## config.mk

```make
export PLATFORM = sky130hd
export DESIGN_NAME = gjmi_ctrl
export DESIGN_NICKNAME = d
export VERILOG_FILES = /design/src/rtl/gjmi_pkg.sv /design/src/rtl/gjmi_ctrl.sv
export VERILOG_INCLUDE_DIRS = /design/src /design/src/rtl
export SDC_FILE = /design/constraint.sdc
export NUM_CORES = 1
export LEC_CHECK = 0
export BUFFER_PORTS_ARGS = -buffer_cell sky130_fd_sc_hd__buf_2
export CAP_MARGIN = 25
export CORE_ASPECT_RATIO = 0.6
export CORE_UTILIZATION = 35
export DETAILED_ROUTE_END_ITERATION = 8
export PLACE_DENSITY = 0.59
export SETUP_SLACK_MARGIN = 0.02
export SYNTH_ARGS = -nofsm -noshare
export SYNTH_HDL_FRONTEND = slang
export SYNTH_SLANG_ARGS = --single-unit
```

## constraint.sdc

```tcl
create_clock -name i_clk -period 2.15 [get_ports i_clk]
set_clock_uncertainty 0.2 [all_clocks]
set_input_delay 0.3225 -clock i_clk [delete_from_list [all_inputs] [get_ports i_clk]]
set_output_delay 0.3225 -clock i_clk [all_outputs]
set_load 0.02 [all_outputs]
```

## src/rtl/gauss_jordan_matrix_inverse_unit_defines.svh

```systemverilog
// assertion macros for the matrix inverse unit
// no dependencies; included by the files that carry assertions
`ifndef GAUSS_JORDAN_MATRIX_INVERSE_UNIT_DEFINES_SVH
`define GAUSS_JORDAN_MATRIX_INVERSE_UNIT_DEFINES_SVH

// same-cycle implication, checked out of reset
`define GJMI_ASSERT_IMP(label, clk, rst_n, ante, cons) \
    label: assert property (@(posedge clk) disable iff (!rst_n) (ante) |-> (cons)) \
        else $error("gjmi assertion failed");

// next-cycle implication, checked out of reset
`define GJMI_ASSERT_NXT(label, clk, rst_n, ante, cons) \
    label: assert property (@(posedge clk) disable iff (!rst_n) (ante) |=> (cons)) \
        else $error("gjmi assertion failed");

`endif

```

## src/rtl/gjmi_pkg.sv

```systemverilog
// shared types, constants and arithmetic helpers of the matrix inverse unit
// no dependencies
`default_nettype none

package gjmi_pkg;

    // 1.0 in Q16.16
    localparam logic signed [31:0] Q_ONE = 32'sh0001_0000;
    // quotient bits of the reciprocal divider
    localparam int DIV_STEPS = 33;
    localparam int DCW = 6;

    typedef enum logic [4:0] {
        S_LOAD,
        S_PRD,
        S_PCHK,
        S_DIV,
        S_RCP,
        S_XRD,
        S_XMUL,
        S_XRND,
        S_XWR,
        S_ICHK,
        S_FRD,
        S_FLD,
        S_ORD,
        S_OLD,
        S_OWAIT
    } t_state;

    // commands from the controller to the datapath
    typedef struct packed {
        logic load_wr;
        logic diag;
        logic div_start;
        logic recip_ld;
        logic mul_en;
        logic elim;
        logic rnd_en;
        logic wr_en;
        logic f_ld;
        logic out_ld;
        logic out_last;
        logic out_sing;
    } t_cmd;

    // status from the datapath
    typedef struct packed {
        logic piv_zero;
        logic div_busy;
    } t_stat;

    // magnitude of a signed word, 2^31 for the most negative
    function automatic logic [31:0] mag32(input logic signed [31:0] v);
        logic [31:0] m;
        m = v[31] ? 32'(-v) : 32'(v);
        return m;
    endfunction

    // apply sign to a magnitude and saturate to 32 bits
    function automatic logic signed [31:0] from_mag(input logic [47:0] mag, input logic neg);
        logic [47:0] m;
        m = (mag > 48'h8000_0000) ? 48'h8000_0000 : mag;
        if (neg) begin
            return 32'(-m);
        end
        if (m > 48'h7FFF_FFFF) begin
            m = 48'h7FFF_FFFF;
        end
        return 32'(m);
    endfunction

    // saturate a 33-bit signed difference to 32 bits
    function automatic logic signed [31:0] clamp33(input logic signed [32:0] v);
        if (v > 33'sh0_7FFF_FFFF) begin
            return 32'sh7FFF_FFFF;
        end
        if (v < -33'sh0_8000_0000) begin
            return 32'sh8000_0000;
        end
        return 32'(v);
    endfunction

endpackage

`default_nettype wire

```

## src/rtl/gjmi_ctrl.sv

```systemverilog
// controller: load, pivot, scale, eliminate and emit sequencing
// depends on gjmi_pkg and the assertion macro header
`default_nettype none
`include "gauss_jordan_matrix_inverse_unit_defines.svh"

module gjmi_ctrl
    import gjmi_pkg::*;
#(
    parameter int IW = 3
) (
    input  wire logic              i_clk,
    input  wire logic              i_rst_n,
    input  wire logic [IW-1:0]     i_nm1,
    input  wire logic [IW:0]       i_n,
    input  wire logic              i_cfg_wr,
    input  wire logic              i_valid,
    output logic                   o_stall,
    output logic                   o_valid,
    input  wire logic              i_stall,
    input  wire t_stat             i_stat,
    output t_cmd                   o_cmd,
    output logic [2*IW-1:0]        o_addr_a,
    output logic [2*IW-1:0]        o_addr_b
);

    t_state         r_state, n_state;
    logic [IW-1:0]  r_k, n_k;
    logic [IW:0]    r_i, n_i;
    logic [IW-1:0]  r_j, n_j;
    logic           r_phase, n_phase;
    logic           r_sing, n_sing;
    logic           w_row_end, w_col_end;

    // state and counters
    always_ff @(posedge i_clk) begin
        if (!i_rst_n) begin
            r_state <= S_LOAD;
            r_k     <= '0;
            r_i     <= '0;
            r_j     <= '0;
            r_phase <= 1'b0;
            r_sing  <= 1'b0;
        end else begin
            r_state <= n_state;
            r_k     <= n_k;
            r_i     <= n_i;
            r_j     <= n_j;
            r_phase <= n_phase;
            r_sing  <= n_sing;
        end
    end

    assign w_col_end = (r_j == i_nm1);
    assign w_row_end = (r_i[IW-1:0] == i_nm1);

    // next state and commands
    always_comb begin
        n_state  = r_state;
        n_k      = r_k;
        n_i      = r_i;
        n_j      = r_j;
        n_phase  = r_phase;
        n_sing   = r_sing;
        o_cmd    = '0;
        o_cmd.elim     = r_phase;
        o_cmd.diag     = (r_i[IW-1:0] == r_j);
        o_cmd.out_last = w_row_end && w_col_end;
        o_cmd.out_sing = r_sing;
        o_addr_a = {r_i[IW-1:0], r_j};
        o_addr_b = {r_k, r_j};
        unique case (r_state)
            S_LOAD: begin
                if (i_cfg_wr) begin
                    n_i = '0;
                    n_j = '0;
                end else if (i_valid) begin
                    o_cmd.load_wr = 1'b1;
                    if (w_col_end) begin
                        n_j = '0;
                        if (w_row_end) begin
                            n_i     = '0;
                            n_k     = '0;
                            n_sing  = 1'b0;
                            n_state = S_PRD;
                        end else begin
                            n_i = r_i + 1'b1;
                        end
                    end else begin
                        n_j = r_j + 1'b1;
                    end
                end
            end
            S_PRD: begin
                o_addr_a = {r_k, r_k};
                n_state  = S_PCHK;
            end
            S_PCHK: begin
                o_addr_a = {r_k, r_k};
                if (i_stat.piv_zero) begin
                    n_sing  = 1'b1;
                    n_i     = '0;
                    n_j     = '0;
                    n_state = S_ORD;
                end else begin
                    o_cmd.div_start = 1'b1;
                    n_state = S_DIV;
                end
            end
            S_DIV: begin
                if (!i_stat.div_busy) begin
                    n_state = S_RCP;
                end
            end
            S_RCP: begin
                o_cmd.recip_ld = 1'b1;
                n_j     = '0;
                n_phase = 1'b0;
                n_state = S_XRD;
            end
            S_XRD: begin
                if (!r_phase) o_addr_a = {r_k, r_j};
                n_state = S_XMUL;
            end
            S_XMUL: begin
                if (!r_phase) o_addr_a = {r_k, r_j};
                o_cmd.mul_en = 1'b1;
                n_state = S_XRND;
            end
            S_XRND: begin
                if (!r_phase) o_addr_a = {r_k, r_j};
                o_cmd.rnd_en = 1'b1;
                n_state = S_XWR;
            end
            S_XWR: begin
                if (!r_phase) o_addr_a = {r_k, r_j};
                o_cmd.wr_en = 1'b1;
                if (w_col_end) begin
                    n_j     = '0;
                    n_i     = r_phase ? r_i + 1'b1 : '0;
                    n_state = S_ICHK;
                end else begin
                    n_j     = r_j + 1'b1;
                    n_state = S_XRD;
                end
            end
            S_ICHK: begin
                if (r_i == i_n) begin
                    if (r_k == i_nm1) begin
                        n_i     = '0;
                        n_j     = '0;
                        n_state = S_ORD;
                    end else begin
                        n_k     = r_k + 1'b1;
                        n_state = S_PRD;
                    end
                end else if (r_i == {1'b0, r_k}) begin
                    n_i = r_i + 1'b1;
                end else begin
                    n_state = S_FRD;
                end
            end
            S_FRD: begin
                o_addr_a = {r_i[IW-1:0], r_k};
                n_state  = S_FLD;
            end
            S_FLD: begin
                o_addr_a   = {r_i[IW-1:0], r_k};
                o_cmd.f_ld = 1'b1;
                n_phase    = 1'b1;
                n_j        = '0;
                n_state    = S_XRD;
            end
            S_ORD: begin
                n_state = S_OLD;
            end
            S_OLD: begin
                o_cmd.out_ld = 1'b1;
                n_state = S_OWAIT;
            end
            S_OWAIT: begin
                if (!i_stall) begin
                    if (w_col_end) begin
                        n_j = '0;
                        if (w_row_end) begin
                            n_i     = '0;
                            n_state = S_LOAD;
                        end else begin
                            n_i     = r_i + 1'b1;
                            n_state = S_ORD;
                        end
                    end else begin
                        n_j     = r_j + 1'b1;
                        n_state = S_ORD;
                    end
                end
            end
            default: begin
                n_state = S_LOAD;
            end
        endcase
    end

    assign o_stall = (r_state != S_LOAD);
    assign o_valid = (r_state == S_OWAIT);

    // no input is taken while a result is on offer
    `GJMI_ASSERT_IMP(a_out_blocks_in, i_clk, i_rst_n, o_valid, o_stall)
    // pivot index stays inside the matrix while working
    `GJMI_ASSERT_IMP(a_k_range, i_clk, i_rst_n, r_state != S_LOAD, r_k <= i_nm1)
    // transfer of the final result returns to loading
    `GJMI_ASSERT_NXT(a_last_to_load, i_clk, i_rst_n,
        o_valid && !i_stall && w_row_end && w_col_end, r_state == S_LOAD)

endmodule

`default_nettype wire

```

==> impl_metrics.tcl <==
set metrics [dict create \
    clkSinkCount 16 \
    ys_seq_area_share_pct 19.18 \
    insertion_delay_ps 260 \
    finalHoldViolCount 0 \
    slew_headroom_pct 69.01 \
    drtIter0Drc 191 \
    power.density_mw_per_mm2 485.1 \
    yosysTopAreaCell "dfxtp_1" \
    antenna_found_initial 0 \
    internal_power_mw 0.8837 \
    cp_data_arrival_time_ps 1800 \
    wirelength_mm 6.438 \
    avgSynthCellArea_sq_um 7.558 \
    endpoint_kind "output port" \
    synth_flop_cell "dfxtp_1" \
    nets 339 \
    crit_start "r_state[1]" \
    path_max_fanout 5 \
    first_pass_iters 5 \
    hold_depth 3 \
    setup_slack_ps -174.4 \
    synth_nets 238 \
    port_buffers 39 \
    post_dp_cell_area_sq_mm 0.002308 \
    multi_input_area_sq_mm 0.001529 \
    p_sw_mw 0.5352 \
    final.min_clock_period_ps 2324 \
    max-vdd-ir-drop_v 0.0002551 \
    crit_type "register to output port" \
    async_reset_ff_share_pct 0 \
    outcome "complete, but fails checks" \
    ant_nets 0 \
    holdWs_ps 169.9 \
    total_power_mw 1.419 \
    post-place-ws_ps -94.98 \
    max_slew.worst_pin.slew_ps 464.0 \
    min_path_type "input port to register" \
    p_leak_nw 1.322 \
    grt_pass1_wl_mm 9.446 \
    rr_worst_depth 9 \
    clock-root-buffer "clkbuf_8" \
    drive_gt1_share_pct 59.19 \
    synth_common_cells "nor2_1 (23), nand2_1 (18), dfxtp_1 (16), o21ai_0 (16), a21oi_1 (15)" \
    place.gp.congestion 0.9843 \
    syn2layout_area_growth_pct 75.13 \
    synth.top_cell.area_share_pct 19.18 \
    fillCellCount 389 \
    fp.dieW_um 91.19 \
    cts_tree "done" \
    regArea_sq_um 339.1 \
    fin_setup_tns_ps -1129 \
    drt-wirelength-per-cell_um 16.77 \
    synth_edf_count 0 \
    setup_viol 13 \
    crit_path_end "o_addr_a[0]" \
    comb_power_share_pct 56.0 \
    r2r_start "r_state[0]" \
    grt.overflow.total 0 \
    post-dp-hpwl_mm 4.449 \
    synth-seq-cells 16 \
    ys_warn_count 0 \
    synth_cells 221 \
    ios 40 \
    cts_buffers 3 \
    start_kind "register" \
    sequentialPowerShare_pct 23.4 \
    fp-row-count 19 \
    viasPerCell 5.458 \
    start_util_pct 36.41 \
    fmax_mhz 430.2 \
    cts_buffer_depth 2 \
    cap_viol_max_count 0 \
    cts.htree.levels 1 \
    pwr-share-clk_pct 20.6 \
    grtUsageTotal_pct 24.28 \
    grt_max_degree 12 \
    clk_pin_slew_ps 80 \
    route.detailed.drc 0 \
    post-route-period-util_pct 108.1 \
    r2r-end "r_j[0]" \
    violations "setup timing" \
    cp.required_ps 1630 \
    die_area_sq_mm 0.005062 \
    netlist_area_sq_mm 0.001670 \
    grt_pass1_vias 1867 \
    r2r_slack_ps -90 \
    synth.most_common_cell "nor2_1" \
    drv_slew 0 \
    synth_cell_types 49 \
    dr_total_vias 2096 \
    netlist_top_cells_area "dfxtp_1 (19%), xor2_1 (7.3%), nor2_1 (5.2%), o21ai_0 (4.8%), a21oi_1 (4.5%)" \
    die_h_um 55.51 \
    stdcell_area_sq_mm 0.002925 \
    rsz0062_at_grt "yes" \
    core_area_sq_mm 0.004588 \
    switching_share_pct 37.72 \
    num_antenna_cells 0 \
]
worst min-delay path by stage:
stage	start	to	slack, ps
after floorplan	r_sing	r_sing	230
after global placement	r_sing	r_sing	230
after detailed placement	r_sing	r_sing	250
after CTS	i_stall	r_state[2]	170
after global routing	i_stall	r_state[2]	170
final	i_stall	r_state[2]	170
through the flow:
| step | utilization, % | std cells |
|---|---|---|
| after floorplan | - | 221 |
| after global placement | 50.31 | 365 |
| after detailed placement | 50.31 | 365 |
| after CTS | 55.99 | 374 |
| after global routing | 63.76 | 384 |
| final | 63.76 | 384 |
state kept, by name (all words and copies together) (netlist names):
register and count:
r_j 3, r_sing 1, r_k 3, r_phase 1, r_state 4, r_i 4
cell families (layout without fill, tap and decap cells):
logic type | after synthesis | in the layout | share of synthesized area (%)
and+or+nand+nor | 88 | 88 | 29.44
DFF | 16 | 16 | 19.18
buffers and inverters | 27 | 127 | 8.464
muxes | 8 | 8 | 5.243
xor gates and xnor gates | 22 | 22 | 14.23
adders and majority gates | 3 | 3 | 2.247
AOI/OAI and AO/OA | 57 | 57 | 21.20
layout make-up:
cell class                      instances  area share (%)
Multi-Input combinational cell        178           52.27
Timing Repair Buffer                  113           30.28
Sequential cell                        16           11.59
Tap cell                               63           2.695
Clock buffer                            4           1.882
Inverter                               10           1.283
what timing repair did:
action	in CTS	in global routing
pin swaps	8	26
endpoints found under the setup margin	16	21
hold buffers	0	0
resized for setup	52	69
buffers inserted	6	11
metal layers:
layer	part of all wire (%)	up-vias	track usage (%)
met4	2.2	0	5.215
met2	44	102	34.52
met5	0	-	0
met3	8.2	14	6.887
li1	-	982	-
met1	45	998	36.04
cell usage in the layout, fill, tap and decap left out, types with 5 or more instances in the layout:
| cell type | count |
|---|---|
| buf_2 | 29 |
| a21oi_1 | 11 |
| o21ai_0 | 9 |
| nand2_1 | 12 |
| nand3_1 | 7 |
| xor2_1 | 11 |
| nand2b_1 | 7 |
| nor2_1 | 19 |
| mux2_4 | 6 |
| dfxtp_1 | 7 |
| o211ai_1 | 5 |
| inv_1 | 8 |
| buf_6 | 26 |
| dfxtp_2 | 6 |
| buf_4 | 57 |
| o21ai_1 | 7 |
critical path, cell delays in order, from the launching register on:
cell	delay, ps
dfxtp_2	340
buf_6	130
or3_4	370
a21oi_4	220
mux2_4	330
buf_6	130
power groups by stage:
stage	sequential [mW]	clock [mW]	combinational, mW
global placement	0.334	0	0.550
finish	0.331	0.292	0.795
CTS	0.331	0.296	0.631
global route	0.332	0.307	0.844
floorplan	0.338	0	0.324
detailed placement	0.335	0	0.549
(Power assumes the default switching activity.)
